[config.mk]
export PLATFORM = sky130hd
export DESIGN_NAME = top_contributor_credit_table_flat
export DESIGN_NICKNAME = d
export VERILOG_FILES = /design/src/rtl/core/ctct_pkg.sv /design/src/rtl/core/ctct_if.sv /design/src/rtl/core/top_contributor_credit_table.sv /design/src/flat_wrapper.sv
export VERILOG_INCLUDE_DIRS = /design/src /design/src/rtl/core
export SDC_FILE = /design/constraint.sdc
export NUM_CORES = 1
export LEC_CHECK = 0
export BUFFER_PORTS_ARGS = -buffer_cell sky130_fd_sc_hd__buf_2
export CAP_MARGIN = 5
export CORE_MARGIN = 3
export CORE_UTILIZATION = 45
export CTS_CLUSTER_DIAMETER = 100
export DETAILED_ROUTE_END_ITERATION = 7
export GPL_ROUTABILITY_DRIVEN = 0
export PLACE_DENSITY = 0.75
export REMOVE_ABC_BUFFERS = 1
export SLEW_MARGIN = 25
export SYNTH_ARGS = -nofsm -noshare
export SYNTH_HDL_FRONTEND = slang
export SYNTH_SLANG_ARGS = --single-unit
[constraint.sdc]
create_clock -name clock -period 8.6 [get_ports clock]
set_input_delay 1.72 -clock clock [delete_from_list [all_inputs] [get_ports clock]]
set_output_delay 1.72 -clock clock [all_outputs]
set_load 0.01 [all_outputs]
[src/rtl/core/top_contributor_credit_table_macros.svh]
// Assertion macros for the contributor credit table.
// Used by the core RTL; expects signals named clock and reset in scope.
`ifndef TOP_CONTRIBUTOR_CREDIT_TABLE_MACROS_SVH
`define TOP_CONTRIBUTOR_CREDIT_TABLE_MACROS_SVH

// same-cycle implication
`define CTCT_ASSERT_NOW(label, ante, cons, msg) \
   label: assert property (@(posedge clock) disable iff (reset) (ante) |-> (cons)) \
      else $error(msg);

// next-cycle implication
`define CTCT_ASSERT_NEXT(label, ante, cons, msg) \
   label: assert property (@(posedge clock) disable iff (reset) (ante) |=> (cons)) \
      else $error(msg);

`endif

[src/rtl/core/ctct_pkg.sv]
// Shared constants and types for the contributor credit table.
// No dependencies; imported by the channel interfaces and the core.
`timescale 1ns / 1ps
`default_nettype none

package ctct_pkg;

   localparam int SLOTS     = 8;
   localparam int IDX_W     = (SLOTS > 1) ? $clog2(SLOTS) : 1;
   localparam int TOP_RANKS = 3;
   localparam int CMD_W     = 2;
   localparam int KEY_W     = 32;
   localparam int AMOUNT_W  = 24;
   localparam int TOTAL_W   = 31;
   localparam int SUM_W     = TOTAL_W + 1;

   typedef logic [CMD_W-1:0]    cmd_type;
   typedef logic [KEY_W-1:0]    key_type;
   typedef logic [AMOUNT_W-1:0] amount_type;
   typedef logic [TOTAL_W-1:0]  total_type;
   typedef logic [IDX_W-1:0]    idx_type;

   localparam cmd_type CMD_ADD   = 2'd0;
   localparam cmd_type CMD_QUERY = 2'd1;
   localparam cmd_type CMD_CLEAR = 2'd2;

   localparam total_type TOTAL_MAX = {TOTAL_W{1'b1}};
   localparam idx_type   LAST_IDX  = IDX_W'(SLOTS - 1);

   typedef struct packed {
      key_type   key;
      total_type total;
   } entry_type;

endpackage

`default_nettype wire

[src/rtl/core/ctct_if.sv]
// Valid/ready channel interfaces for the contributor credit table.
// Depends on ctct_pkg for field types.
`timescale 1ns / 1ps
`default_nettype none

interface ctct_req_if import ctct_pkg::*; ();
   logic       valid;
   logic       ready;
   cmd_type    command;
   key_type    key;
   amount_type amount;

   modport source (output valid, output command, output key, output amount, input ready);
   modport sink   (input valid, input command, input key, input amount, output ready);
endinterface

interface ctct_rsp_if import ctct_pkg::*; ();
   logic    valid;
   logic    ready;
   key_type first_key;
   key_type second_key;
   key_type third_key;

   modport source (output valid, output first_key, output second_key, output third_key,
                   input ready);
   modport sink   (input valid, input first_key, input second_key, input third_key,
                   output ready);
endinterface

`default_nettype wire

[src/rtl/core/top_contributor_credit_table.sv]
// Contributor credit table: SLOTS (key, total) pairs held in a single-port synchronous
// memory with a registered read port, plus one valid flop per slot that reset and the
// clear command drop at once. Add and query transactions walk the memory one slot per
// cycle; add writes back one entry at the end of its walk, query loads the result
// register. The next request is accepted only back in idle. Clear, ignored adds and
// command 3 finish in idle without a walk. A pending result does not block new
// requests; a second query waits at its end until the first is taken.
// Depends on ctct_pkg, ctct_if and the assertion macro header.
`timescale 1ns / 1ps
`default_nettype none
`include "top_contributor_credit_table_macros.svh"

module top_contributor_credit_table import ctct_pkg::*; (
   input  wire logic   clock,
   input  wire logic   reset,
   ctct_req_if.sink    req_ch,
   ctct_rsp_if.source  rsp_ch
);

   typedef enum logic [3:0] {
      ST_IDLE  = 4'b0001,
      ST_SCAN  = 4'b0010,
      ST_WRITE = 4'b0100,
      ST_DONE  = 4'b1000
   } state_type;

   state_type state_ff, state_in;

   // slot storage
   entry_type            mem [SLOTS];
   logic [SLOTS-1:0]     valid_ff, valid_in;

   // request hold
   logic       is_query_ff, is_query_in;
   key_type    key_ff, key_in;
   amount_type amount_ff, amount_in;

   // read walk
   idx_type    rd_addr_ff, rd_addr_in;
   logic       issue_ff, issue_in;
   logic       rd_vld_ff, rd_vld_in;
   idx_type    rd_idx_ff, rd_idx_in;
   entry_type  rd_data_ff;
   logic       rd_occ_ff;

   // add bookkeeping
   logic       match_ff, match_in;
   idx_type    match_idx_ff, match_idx_in;
   total_type  match_total_ff, match_total_in;
   logic       empty_ff, empty_in;
   idx_type    empty_idx_ff, empty_idx_in;
   idx_type    min_idx_ff, min_idx_in;
   total_type  min_total_ff, min_total_in;

   // query ranking
   key_type    best_key_ff   [TOP_RANKS];
   key_type    best_key_in   [TOP_RANKS];
   total_type  best_total_ff [TOP_RANKS];
   total_type  best_total_in [TOP_RANKS];

   // result register
   logic       rsp_valid_ff, rsp_valid_in;
   key_type    rsp_key_ff [TOP_RANKS];
   key_type    rsp_key_in [TOP_RANKS];

   logic       req_fire;
   logic       rsp_load;
   key_type    cur_key;
   total_type  cur_total;
   logic [SUM_W-1:0] sum;
   total_type  wr_total;
   idx_type    wr_idx;

   assign req_ch.ready     = (state_ff == ST_IDLE);
   assign req_fire         = req_ch.valid && req_ch.ready;
   assign rsp_ch.valid     = rsp_valid_ff;
   assign rsp_ch.first_key  = rsp_key_ff[0];
   assign rsp_ch.second_key = rsp_key_ff[1];
   assign rsp_ch.third_key  = rsp_key_ff[2];

   // empty slots read as key 0, total 0 whatever the array holds
   assign cur_key   = rd_occ_ff ? rd_data_ff.key   : '0;
   assign cur_total = rd_occ_ff ? rd_data_ff.total : '0;

   assign sum      = {1'b0, match_total_ff} + SUM_W'(amount_ff);
   assign wr_total = match_ff ? (sum[SUM_W-1] ? TOTAL_MAX : sum[TOTAL_W-1:0])
                              : TOTAL_W'(amount_ff);
   assign wr_idx   = match_ff ? match_idx_ff : (empty_ff ? empty_idx_ff : min_idx_ff);
   assign rsp_load = (state_ff == ST_DONE) && (!rsp_valid_ff || rsp_ch.ready);

   always_comb begin
      state_in       = state_ff;
      valid_in       = valid_ff;
      is_query_in    = is_query_ff;
      key_in         = key_ff;
      amount_in      = amount_ff;
      rd_addr_in     = rd_addr_ff;
      issue_in       = 1'b0;
      rd_vld_in      = 1'b0;
      rd_idx_in      = rd_addr_ff;
      match_in       = match_ff;
      match_idx_in   = match_idx_ff;
      match_total_in = match_total_ff;
      empty_in       = empty_ff;
      empty_idx_in   = empty_idx_ff;
      min_idx_in     = min_idx_ff;
      min_total_in   = min_total_ff;
      best_key_in    = best_key_ff;
      best_total_in  = best_total_ff;
      rsp_key_in     = rsp_key_ff;
      rsp_valid_in   = rsp_valid_ff && !rsp_ch.ready;

      unique case (state_ff)
         ST_IDLE: begin
            if (req_fire) begin
               is_query_in = (req_ch.command == CMD_QUERY);
               key_in      = req_ch.key;
               amount_in   = req_ch.amount;
               rd_addr_in  = '0;
               match_in    = 1'b0;
               empty_in    = 1'b0;
               for (int r = 0; r < TOP_RANKS; r++) begin
                  best_key_in[r]   = '0;
                  best_total_in[r] = '0;
               end
               unique case (req_ch.command)
                  CMD_ADD: begin
                     if (req_ch.key != '0 && req_ch.amount != '0) begin
                        state_in = ST_SCAN;
                        issue_in = 1'b1;
                     end
                  end
                  CMD_QUERY: begin
                     state_in = ST_SCAN;
                     issue_in = 1'b1;
                  end
                  CMD_CLEAR: valid_in = '0;
                  default: ;
               endcase
            end
         end
         ST_SCAN: begin
            if (issue_ff) begin
               rd_vld_in  = 1'b1;
               issue_in   = (rd_addr_ff != LAST_IDX);
               rd_addr_in = (rd_addr_ff == LAST_IDX) ? rd_addr_ff : rd_addr_ff + 1'b1;
            end
            if (rd_vld_ff) begin
               if (rd_occ_ff && cur_key == key_ff) begin
                  match_in       = 1'b1;
                  match_idx_in   = rd_idx_ff;
                  match_total_in = cur_total;
               end
               if (!rd_occ_ff && !empty_ff) begin
                  empty_in     = 1'b1;
                  empty_idx_in = rd_idx_ff;
               end
               // strict compare keeps the lowest slot among equal minima
               if (rd_idx_ff == '0 || cur_total < min_total_ff) begin
                  min_idx_in   = rd_idx_ff;
                  min_total_in = cur_total;
               end
               if (rd_occ_ff) begin
                  if (cur_total > best_total_ff[0]) begin
                     best_total_in[2] = best_total_ff[1];
                     best_key_in[2]   = best_key_ff[1];
                     best_total_in[1] = best_total_ff[0];
                     best_key_in[1]   = best_key_ff[0];
                     best_total_in[0] = cur_total;
                     best_key_in[0]   = cur_key;
                  end else if (cur_total > best_total_ff[1]) begin
                     best_total_in[2] = best_total_ff[1];
                     best_key_in[2]   = best_key_ff[1];
                     best_total_in[1] = cur_total;
                     best_key_in[1]   = cur_key;
                  end else if (cur_total > best_total_ff[2]) begin
                     best_total_in[2] = cur_total;
                     best_key_in[2]   = cur_key;
                  end
               end
               if (rd_idx_ff == LAST_IDX) begin
                  state_in = is_query_ff ? ST_DONE : ST_WRITE;
               end
            end
         end
         ST_WRITE: begin
            valid_in[wr_idx] = 1'b1;
            state_in         = ST_IDLE;
         end
         ST_DONE: begin
            if (rsp_load) begin
               rsp_valid_in = 1'b1;
               rsp_key_in   = best_key_ff;
               state_in     = ST_IDLE;
            end
         end
         default: state_in = ST_IDLE;
      endcase
   end

   always_ff @(posedge clock) begin
      if (reset) begin
         state_ff     <= ST_IDLE;
         valid_ff     <= '0;
         issue_ff     <= 1'b0;
         rd_vld_ff    <= 1'b0;
         rsp_valid_ff <= 1'b0;
      end else begin
         state_ff     <= state_in;
         valid_ff     <= valid_in;
         issue_ff     <= issue_in;
         rd_vld_ff    <= rd_vld_in;
         rsp_valid_ff <= rsp_valid_in;
      end
   end

   always_ff @(posedge clock) begin
      is_query_ff    <= is_query_in;
      key_ff         <= key_in;
      amount_ff      <= amount_in;
      rd_addr_ff     <= rd_addr_in;
      rd_idx_ff      <= rd_idx_in;
      match_ff       <= match_in;
      match_idx_ff   <= match_idx_in;
      match_total_ff <= match_total_in;
      empty_ff       <= empty_in;
      empty_idx_ff   <= empty_idx_in;
      min_idx_ff     <= min_idx_in;
      min_total_ff   <= min_total_in;
      best_key_ff    <= best_key_in;
      best_total_ff  <= best_total_in;
      rsp_key_ff     <= rsp_key_in;
   end

   // single-port slot memory; accesses never overlap since one transaction runs at a time
   always_ff @(posedge clock) begin
      if (state_ff == ST_WRITE) begin
         mem[wr_idx] <= '{key: key_ff, total: wr_total};
      end else begin
         rd_data_ff <= mem[rd_addr_ff];
      end
      rd_occ_ff  <= valid_ff[rd_addr_ff];
   end

   `CTCT_ASSERT_NEXT(a_write_sets_valid, state_ff == ST_WRITE,
      valid_ff[$past(wr_idx)], "written slot not marked occupied")
   `CTCT_ASSERT_NEXT(a_clear_empties, req_fire && req_ch.command == CMD_CLEAR,
      valid_ff == '0, "clear left occupied slots")
   `CTCT_ASSERT_NOW(a_rank_order, state_ff == ST_SCAN,
      best_total_ff[0] >= best_total_ff[1] && best_total_ff[1] >= best_total_ff[2],
      "ranking lost its order")
   `CTCT_ASSERT_NOW(a_ranks_packed, rsp_valid_ff && rsp_key_ff[1] != '0,
      rsp_key_ff[0] != '0, "second rank filled before first")

endmodule

`default_nettype wire

[src/flat_wrapper.sv]
// flat-port wrapper written by rule: the top's interface ports become plain ports
module top_contributor_credit_table_flat import ctct_pkg::*;
  (clock, reset, req_ch_valid, req_ch_command, req_ch_key, req_ch_amount, req_ch_ready, rsp_ch_valid, rsp_ch_first_key, rsp_ch_second_key, rsp_ch_third_key, rsp_ch_ready);
  ctct_req_if req_ch_i ();
  ctct_rsp_if rsp_ch_i ();
  input  wire logic clock;
  input  wire logic reset;
  input wire logic [$bits(req_ch_i.valid)-1:0] req_ch_valid;
  input wire logic [$bits(req_ch_i.command)-1:0] req_ch_command;
  input wire logic [$bits(req_ch_i.key)-1:0] req_ch_key;
  input wire logic [$bits(req_ch_i.amount)-1:0] req_ch_amount;
  output wire logic [$bits(req_ch_i.ready)-1:0] req_ch_ready;
  output wire logic [$bits(rsp_ch_i.valid)-1:0] rsp_ch_valid;
  output wire logic [$bits(rsp_ch_i.first_key)-1:0] rsp_ch_first_key;
  output wire logic [$bits(rsp_ch_i.second_key)-1:0] rsp_ch_second_key;
  output wire logic [$bits(rsp_ch_i.third_key)-1:0] rsp_ch_third_key;
  input wire logic [$bits(rsp_ch_i.ready)-1:0] rsp_ch_ready;
  assign req_ch_i.valid = req_ch_valid;
  assign req_ch_i.command = req_ch_command;
  assign req_ch_i.key = req_ch_key;
  assign req_ch_i.amount = req_ch_amount;
  assign req_ch_ready = req_ch_i.ready;
  assign rsp_ch_valid = rsp_ch_i.valid;
  assign rsp_ch_first_key = rsp_ch_i.first_key;
  assign rsp_ch_second_key = rsp_ch_i.second_key;
  assign rsp_ch_third_key = rsp_ch_i.third_key;
  assign rsp_ch_i.ready = rsp_ch_ready;
  top_contributor_credit_table u_core (.clock(clock), .reset(reset), .req_ch(req_ch_i), .rsp_ch(rsp_ch_i));
endmodule
==> results.json, run 1 <==
{
  "max_stage_delay_ns": 0.93,
  "die_h_um": 313,
  "grt.overflow.total": 0,
  "worstSetupStartpointType": "flop",
  "vias_per_cell": 5.81,
  "cp.arrival_ns": 5.98,
  "clock-root-buffer": "clkbuf_16",
  "synth_compound_area_share_pct": 5.56,
  "fin_skew_ns": 0.0280,
  "clkLatencyLatePin_ns": 0.67,
  "drtPass1Iterations": 5,
  "rsz0062_at_grt": "false",
  "die-area_um2": 97700,
  "cts-resized-gates": 0,
  "cts_setup_buffers": 0,
  "start_util_pct": 45.7,
  "synth_top_area_share_pct": 69.9,
  "grt_max_degree": 131,
  "synth.yosys.seq_area_share_pct": 70.8,
  "place_area_um2": 44600,
  "p_leak_nw": 16.4,
  "ys_ff_latch": 1004,
  "drv_cap": 0,
  "drt_iter0_drc": 2843,
  "finalHoldViolCount": 0,
  "fp.dieW_um": 313,
  "holdBufCountCts": 0,
  "ys_types": 76,
  "dp.final_hpwl_mm": 61.4,
  "synthFlopType": "edfxtp_1",
  "grt_first_pass_wirelength_mm": 150,
  "drcViolationCount": 0,
  "max_slew_margin_pct": 31.6,
  "clkSinkCount": 1004,
  "outcome": "finished clean",
  "worst_pin_slew_ns": 1.03,
  "synth_top_family_by_area": "multiplexers",
  "required_ns": 8.89,
  "synthCells": 2653,
  "yosysTopAreaCell": "edfxtp_1",
  "synthMuxAreaShare_pct": 9.23,
  "io_pins": 160,
  "crit_type": "reg -> reg",
  "std_cell_rows": 111,
  "h-tree-depth": 3,
  "path_cells": "and2_1 > ha_1 > nand4_1 > or4_1 > nor3_1 > nor4b_4 > buf_4 > o22ai_4 > o31a_2 > buf_4",
  "synth_warnings": 0,
  "routedWlPerCell_um": 24.0,
  "setup_viol": 0,
  "cts_buffers": 93,
  "crit_path_top_delay_cell": "dfxtp_4",
  "async_flop_share_pct": 0,
  "synthAdderAreaFrac_pct": 3.89,
  "synth_area_um2": 42300,
  "finalWorstSetupSlack_ns": 2.91,
  "routed_wl_mm": 99.9,
  "slew_violations": 0,
  "synth_simple_gate_area_share_pct": 6.90,
  "fmax_mhz": 176,
  "peakVddDrop_mv": 0.176,
  "period_share_pct": 66.1,
  "synth_edf_count": 985,
  "grt_usage_pct": 20.1,
  "nets": 3027,
  "area_growth_pct": 12.8,
  "crit_buf_inv": 2,
  "io_buffers": 159,
  "crit_fanout": 67,
  "preCtsSetupSlack_ns": 2.77,
  "antenna_found_initial": 6,
  "final_cell_mix": "edfxtp_1 (985), inv_1 (168), buf_2 (159), nor2_1 (138), mux4_2 (128)",
  "synth.avg_cell_area_um2": 15.9,
  "synth.area.top_cells": "edfxtp_1 (70%), mux4_2 (6.8%), ha_1 (3.7%)",
  "design_area_um2": 47700,
  "crit_family": "simple AND/OR/NAND/NOR gates",
  "core_region_area_um2": 92500,
  "layout_commonest_cell": "edfxtp_1",
  "vias": 24200,
  "ctsLongestPathBuffers": 3,
  "end_kind": "flop",
  "clk_pin_slew_ns": 0.06,
  "cts_tree": "done",
  "drive_above_1_share_pct": 19.6,
  "hp-class": "reg -> reg",
  "antenna_left": 0,
  "min_period_ns": 5.69,
  "synthXorXnorAreaFrac_pct": 0.973,
  "first_global_vias": 23900,
  "power_density_nw_per_um2": 257,
  "crit_top_cell": "buf_4"
}
kinds of logic after synthesis:
group / Yosys count
AOI/OAI and AO/OA: 376
and+or+nand+nor: 592
adders and majority gates: 132
xor gates and xnor gates: 47
buffers and inverters: 280
muxes: 222
DFF: 1004
worst register-to-register path, cell delays in order, from the launching register on:
cell,delay [ns]
dfxtp_4,0.93
and2_1,0.47
ha_1,0.22
nand4_1,0.13
or4_1,0.60
nor3_1,0.34
nor4b_4,0.08
buf_4,0.27
o22ai_4,0.80
o31a_2,0.75
buf_4,0.66
registers in the layout, indices dropped and copies added (netlist names), 3 cells and up:
register	count
u_core.min_total_ff	31
u_core.valid_ff	8
u_core.rd_addr_ff	3
u_core.min_idx_ff	3
u_core.match_idx_ff	3
u_core.key_ff	32
u_core.rsp_ch.third_key	32
u_core.rsp_ch.first_key	32
u_core.rsp_ch.second_key	32
u_core.match_total_ff	31
u_core.state_ff	4
u_core.mem	504
u_core.best_total_ff	93
u_core.best_key_ff	96
u_core.rd_idx_ff	3
u_core.rd_data_ff	63
u_core.amount_ff	24
u_core.empty_idx_ff	3
power breakdown:
group	internal [mW]	total, mW	switching (mW)
sequential	6.06	6.48	0.420
combinational	0.662	1.68	1.02
clock	2.29	4.09	1.80
total	9.02	12.3	3.24
metrics by stage:
stage | total power, mW | utilization (%) | instances | hold slack (ns) | setup TNS, ns
after detailed placement | 8.24 | 48.3 | 3986 | 0.405 | 0
final | 12.3 | 51.6 | 4160 | 0.418 | 0
after CTS | 12.3 | 51.5 | 4157 | 0.419 | 0
after global placement | 8.19 | 48.2 | 3985 | 0.403 | 0
after floorplan | 7.67 | - | 2547 | 0.400 | -78.01
after global routing | 12.7 | 51.6 | 4159 | 0.428 | 0
cell usage after synthesis (14+ instances only):
library cell	number
xnor2_1	33
nand2_1	128
o21ai_1	33
dfxtp_1	19
buf_1	20
mux2i_1	30
a21o_1	20
and2_1	53
nor3_1	36
mux2_2	64
clkbuf_1	69
edfxtp_1	985
mux4_2	128
inv_1	170
xor2_1	14
ha_1	126
nand3_1	101
a21oi_1	127
o21ai_0	52
nor4_1	17
nand4_1	33
nand2b_1	14
nor2_1	148
a31oi_1	36
per-layer routing:
metal | GRT usage [%] | wire length, µm | vias to the layer above
met5 | 0 | 46 | -
li1 | - | - | 10600
met3 | 3.69 | 8140 | 196
met2 | 32.8 | 48700 | 1084
met4 | 6.10 | 2620 | 6
met1 | 27.7 | 40400 | 12200
path summary, 6_finish.rpt:
path / start / endpoint / slack (ns) / cells after the start
hold / removal: u_core.best_key_ff[9] / u_core.rsp_ch.third_key[9] / 0.42 / 0
setup / recovery: u_core.rd_occ_ff / u_core.best_key_ff[28] / 2.91 / 10
setup reg to reg: u_core.rd_occ_ff / u_core.best_key_ff[28] / 2.91 / 10
hold reg to reg: u_core.best_key_ff[9] / u_core.rsp_ch.third_key[9] / 0.42 / 0
final cells by class:
| cell class | count | area (µm²) |
|---|---|---|
| Inverter | 174 | 653 |
| Clock buffer | 118 | 2470 |
| Sequential cell | 1004 | 30000 |
| Fill cell | 7340 | 44800 |
| Clock inverter | 53 | 563 |
| Timing Repair Buffer | 196 | 1120 |
| Multi-Input combinational cell | 1369 | 11400 |
| Antenna cell | 3 | 7.51 |
| Tap cell | 1243 | 1560 |
No activity file was read; power rests on OpenSTA's default activity.
==> run 2, diff against run 1 <==
- ABC_AREA: unset -> 1
- PLACE_DENSITY: 0.75 -> 0.73
- clock period: 8.6 -> 5.4 ns (I/O delays scaled with it)
==> run 2 against run 1 <==
Effect of this change:
- critical path depth up 5
- final area up 1.6%
- utilization down 0.65 points
- largest power group unchanged
- count of clock-buffer cells in the layout unchanged
- total power up 120%
- critical path type unchanged
- synthesized cell count up 41%
- synthesized area up 2.3%
- routed wire length up 10%
- cell count up 26%
==> results.json, run 2 <==
{
  "outcome": "finished clean",
  "fill_cells": 7954,
  "cts-resized-gates": 0,
  "drcViolationCount": 0,
  "grt_max_degree": 173,
  "crit_type": "reg -> reg",
  "crit_top_cell": "inv_1",
  "antenna_cells": 0,
  "area_growth_pct": 12.0,
  "finalHoldViolCount": 0,
  "drv_cap": 0,
  "drtPass1Iterations": 6,
  "p_leak_nw": 17.9,
  "synth.area.top_cells": "edfxtp_1 (68%), nor2_1 (6.7%), o21ai_0 (3.9%)",
  "vias_per_cell": 5.55,
  "reg_top3": "u_core.mem: 504 flops, u_core.best_key_ff: 96 flops, u_core.best_total_ff: 93 flops",
  "routed_wl_mm": 110,
  "combPwrFrac_pct": 33.1,
  "holdWs_ns": 0.415,
  "synth_edf_count": 985,
  "first_global_vias": 27400,
  "synth_compound_area_share_pct": 8.77,
  "period_share_pct": 75.4,
  "grt_usage_pct": 21.6,
  "regArea_um2": 30000,
  "multi_input_area_um2": 11600,
  "synth_top_family_by_area": "simple AND/OR/NAND/NOR gates",
  "yosysMostFrequentCell": "edfxtp_1",
  "clk_pin_slew_ns": 0.06,
  "core_region_area_um2": 95200,
  "fin_skew_ns": 0.0200,
  "holdBufCountCts": 0,
  "setup_viol": 0,
  "die_h_um": 316,
  "clkLatencyLatePin_ns": 0.66,
  "min_period_ns": 4.07,
  "final_cell_mix": "edfxtp_1 (985), nor2_1 (772), nand2_1 (405), o21ai_0 (341), inv_1 (286)",
  "layout_commonest_cell": "edfxtp_1",
  "h-tree-depth": 3,
  "synthCells": 3750,
  "nets": 4069,
  "path_cells": "nand2_1 > inv_1 > ha_1 > nand2_1 > nor2_1 > nand4_1 > inv_1 > nand3b_1 > inv_1 > nand3b_1 > nand2_4 > nand2_2 > o21ai_1 > nand2_2 > buf_12",
  "max_slew_margin_pct": 32.5,
  "synthAdderAreaFrac_pct": 3.69,
  "rsz0062_at_grt": "false",
  "cp.arrival_ns": 4.44,
  "synth_area_um2": 43300,
  "synthMuxAreaShare_pct": 0,
  "synth.yosys.seq_area_share_pct": 69.2,
  "synth.avg_cell_area_um2": 11.5,
  "async_flop_share_pct": 0,
  "synth_simple_gate_area_share_pct": 13.3,
  "p_int_mw": 16.8,
  "max_stage_delay_ns": 0.69,
  "ctsLongestPathBuffers": 3,
  "required_ns": 5.77,
  "power_density_nw_per_um2": 559,
  "antenna_found_initial": 4,
  "fmax_mhz": 246,
  "io_pins": 160,
  "pwr-share-seq_pct": 42.8,
  "switchingPower_mw": 10.3,
  "ys_ff_latch": 1004,
  "routedWlPerCell_um": 21.1,
  "dp.final_hpwl_mm": 68.2,
  "drt_iter0_drc": 3580,
  "grt.overflow.total": 0,
  "ys_top_cells_by_count": "edfxtp_1 (985), nor2_1 (774), nand2_1 (406)",
  "synthFlopType": "edfxtp_1",
  "antenna_left": 0,
  "vias": 29000,
  "synth_warnings": 0,
  "crit_fanout": 40,
  "std_cell_rows": 113,
  "worstSetupStartpointType": "flop",
  "drive_above_1_share_pct": 9.58,
  "crit_path_top_delay_cell": "dfxtp_4",
  "cts_tree": "done",
  "cts_setup_buffers": 0,
  "largest_register": "u_core.mem",
  "largest_reg_flops": 504,
  "yosysTopAreaCell": "edfxtp_1",
  "synth_top_area_share_pct": 68.3,
  "worst_pin_slew_ns": 1.01,
  "swShare_pct": 37.9,
  "peakVddDrop_mv": 0.555,
  "ys_types": 44,
  "die-area_um2": 100000,
  "grt_first_pass_wirelength_mm": 164,
  "io_buffers": 159,
  "cts_buffers": 94,
  "slew_violations": 0,
  "clock-root-buffer": "clkbuf_16",
  "end_kind": "flop",
  "p_clk_share_pct": 24.2,
  "fp.dieW_um": 316,
  "start_util_pct": 45.5,
  "finalPower_mw": 27.1,
  "clkSinkCount": 1004,
  "hp-class": "reg -> reg",
  "synthXorXnorAreaFrac_pct": 0.749
}
## run 2: cell count changes in the layout (fill, tap and decap cells not counted), sizes merged, moves of 71 or more
cell   previous run  this run
nor2            148       776
o22ai             6        77
inv             173       297
o21ai            86       358
mux4            128         0
nand2           129       414
## run 2: cells by family after synthesis
| logic type | Yosys count |
|---|---|
| flops | 1004 |
| compound gates | 698 |
| xor+xnor | 37 |
| simple gates | 1420 |
| buf+inv | 464 |
| fa+ha+maj | 127 |
## run 2: power by group through the flow
| stage | combinational, mW | sequential [mW] | clock [mW] |
|---|---|---|---|
| floorplan | 5.60 | 11.7 | 0 |
| global placement | 8.68 | 11.7 | 0 |
| detailed placement | 8.85 | 11.7 | 0 |
| CTS | 8.90 | 11.6 | 6.63 |
| global route | 9.99 | 11.7 | 6.95 |
| finish | 8.97 | 11.6 | 6.55 |
## run 2: layer usage
| metal | up-vias | GRT usage (%) | wire, µm |
|---|---|---|---|
| li1 | 13500 | - | - |
| met1 | 13900 | 29.9 | 45000 |
| met2 | 1368 | 33.9 | 50700 |
| met3 | 216 | 4.35 | 10500 |
| met4 | 4 | 8.24 | 3710 |
| met5 | - | 0 | 23 |
## run 2: final timing paths
check | start | endpoint | slack, ns | cells after the start
setup / recovery | u_core.rd_occ_ff | u_core.best_key_ff[7] | 1.33 | 15
hold / removal | u_core.best_key_ff[12] | u_core.rsp_ch.third_key[12] | 0.41 | 0
setup reg to reg | u_core.rd_occ_ff | u_core.best_key_ff[7] | 1.33 | 15
hold reg to reg | u_core.best_key_ff[12] | u_core.rsp_ch.third_key[12] | 0.41 | 0
## run 2: cell type report
cell class / count / area share (%)
sequential: 1004 / 61.8
multi-input combinational: 2282 / 23.8
clock buffer: 118 / 5.12
tap: 1265 / 3.27
timing repair buffer: 202 / 2.51
inverter: 296 / 2.32
clock inverter: 54 / 1.11
## run 2: critical path: cells and delay by family (launching register included)
| kind | cells | cell delay (ns) |
|---|---|---|
| flip-flops | 1 | 0.69 |
| AND/OR/NAND/NOR | 9 | 1.72 |
| AO/OA/AOI/OAI | 1 | 0.22 |
| buffers and inverters | 4 | 0.88 |
| adder cells (fa/ha/maj) | 1 | 0.21 |
## run 2: metrics by stage
stage	worst slack, ns	TNS [ns]	cell area, µm²	cells	util (%)
2_1_floorplan	-7.63	-3113.06	42500	3582	-
3_3_place_gp	1.35	0	45400	5049	47.8
3_5_place_dp	1.37	0	45400	5049	47.8
4_1_cts	1.35	0	48500	5221	50.9
5_1_grt	0.939	0	48500	5221	50.9
6_report	1.33	0	48500	5221	50.9
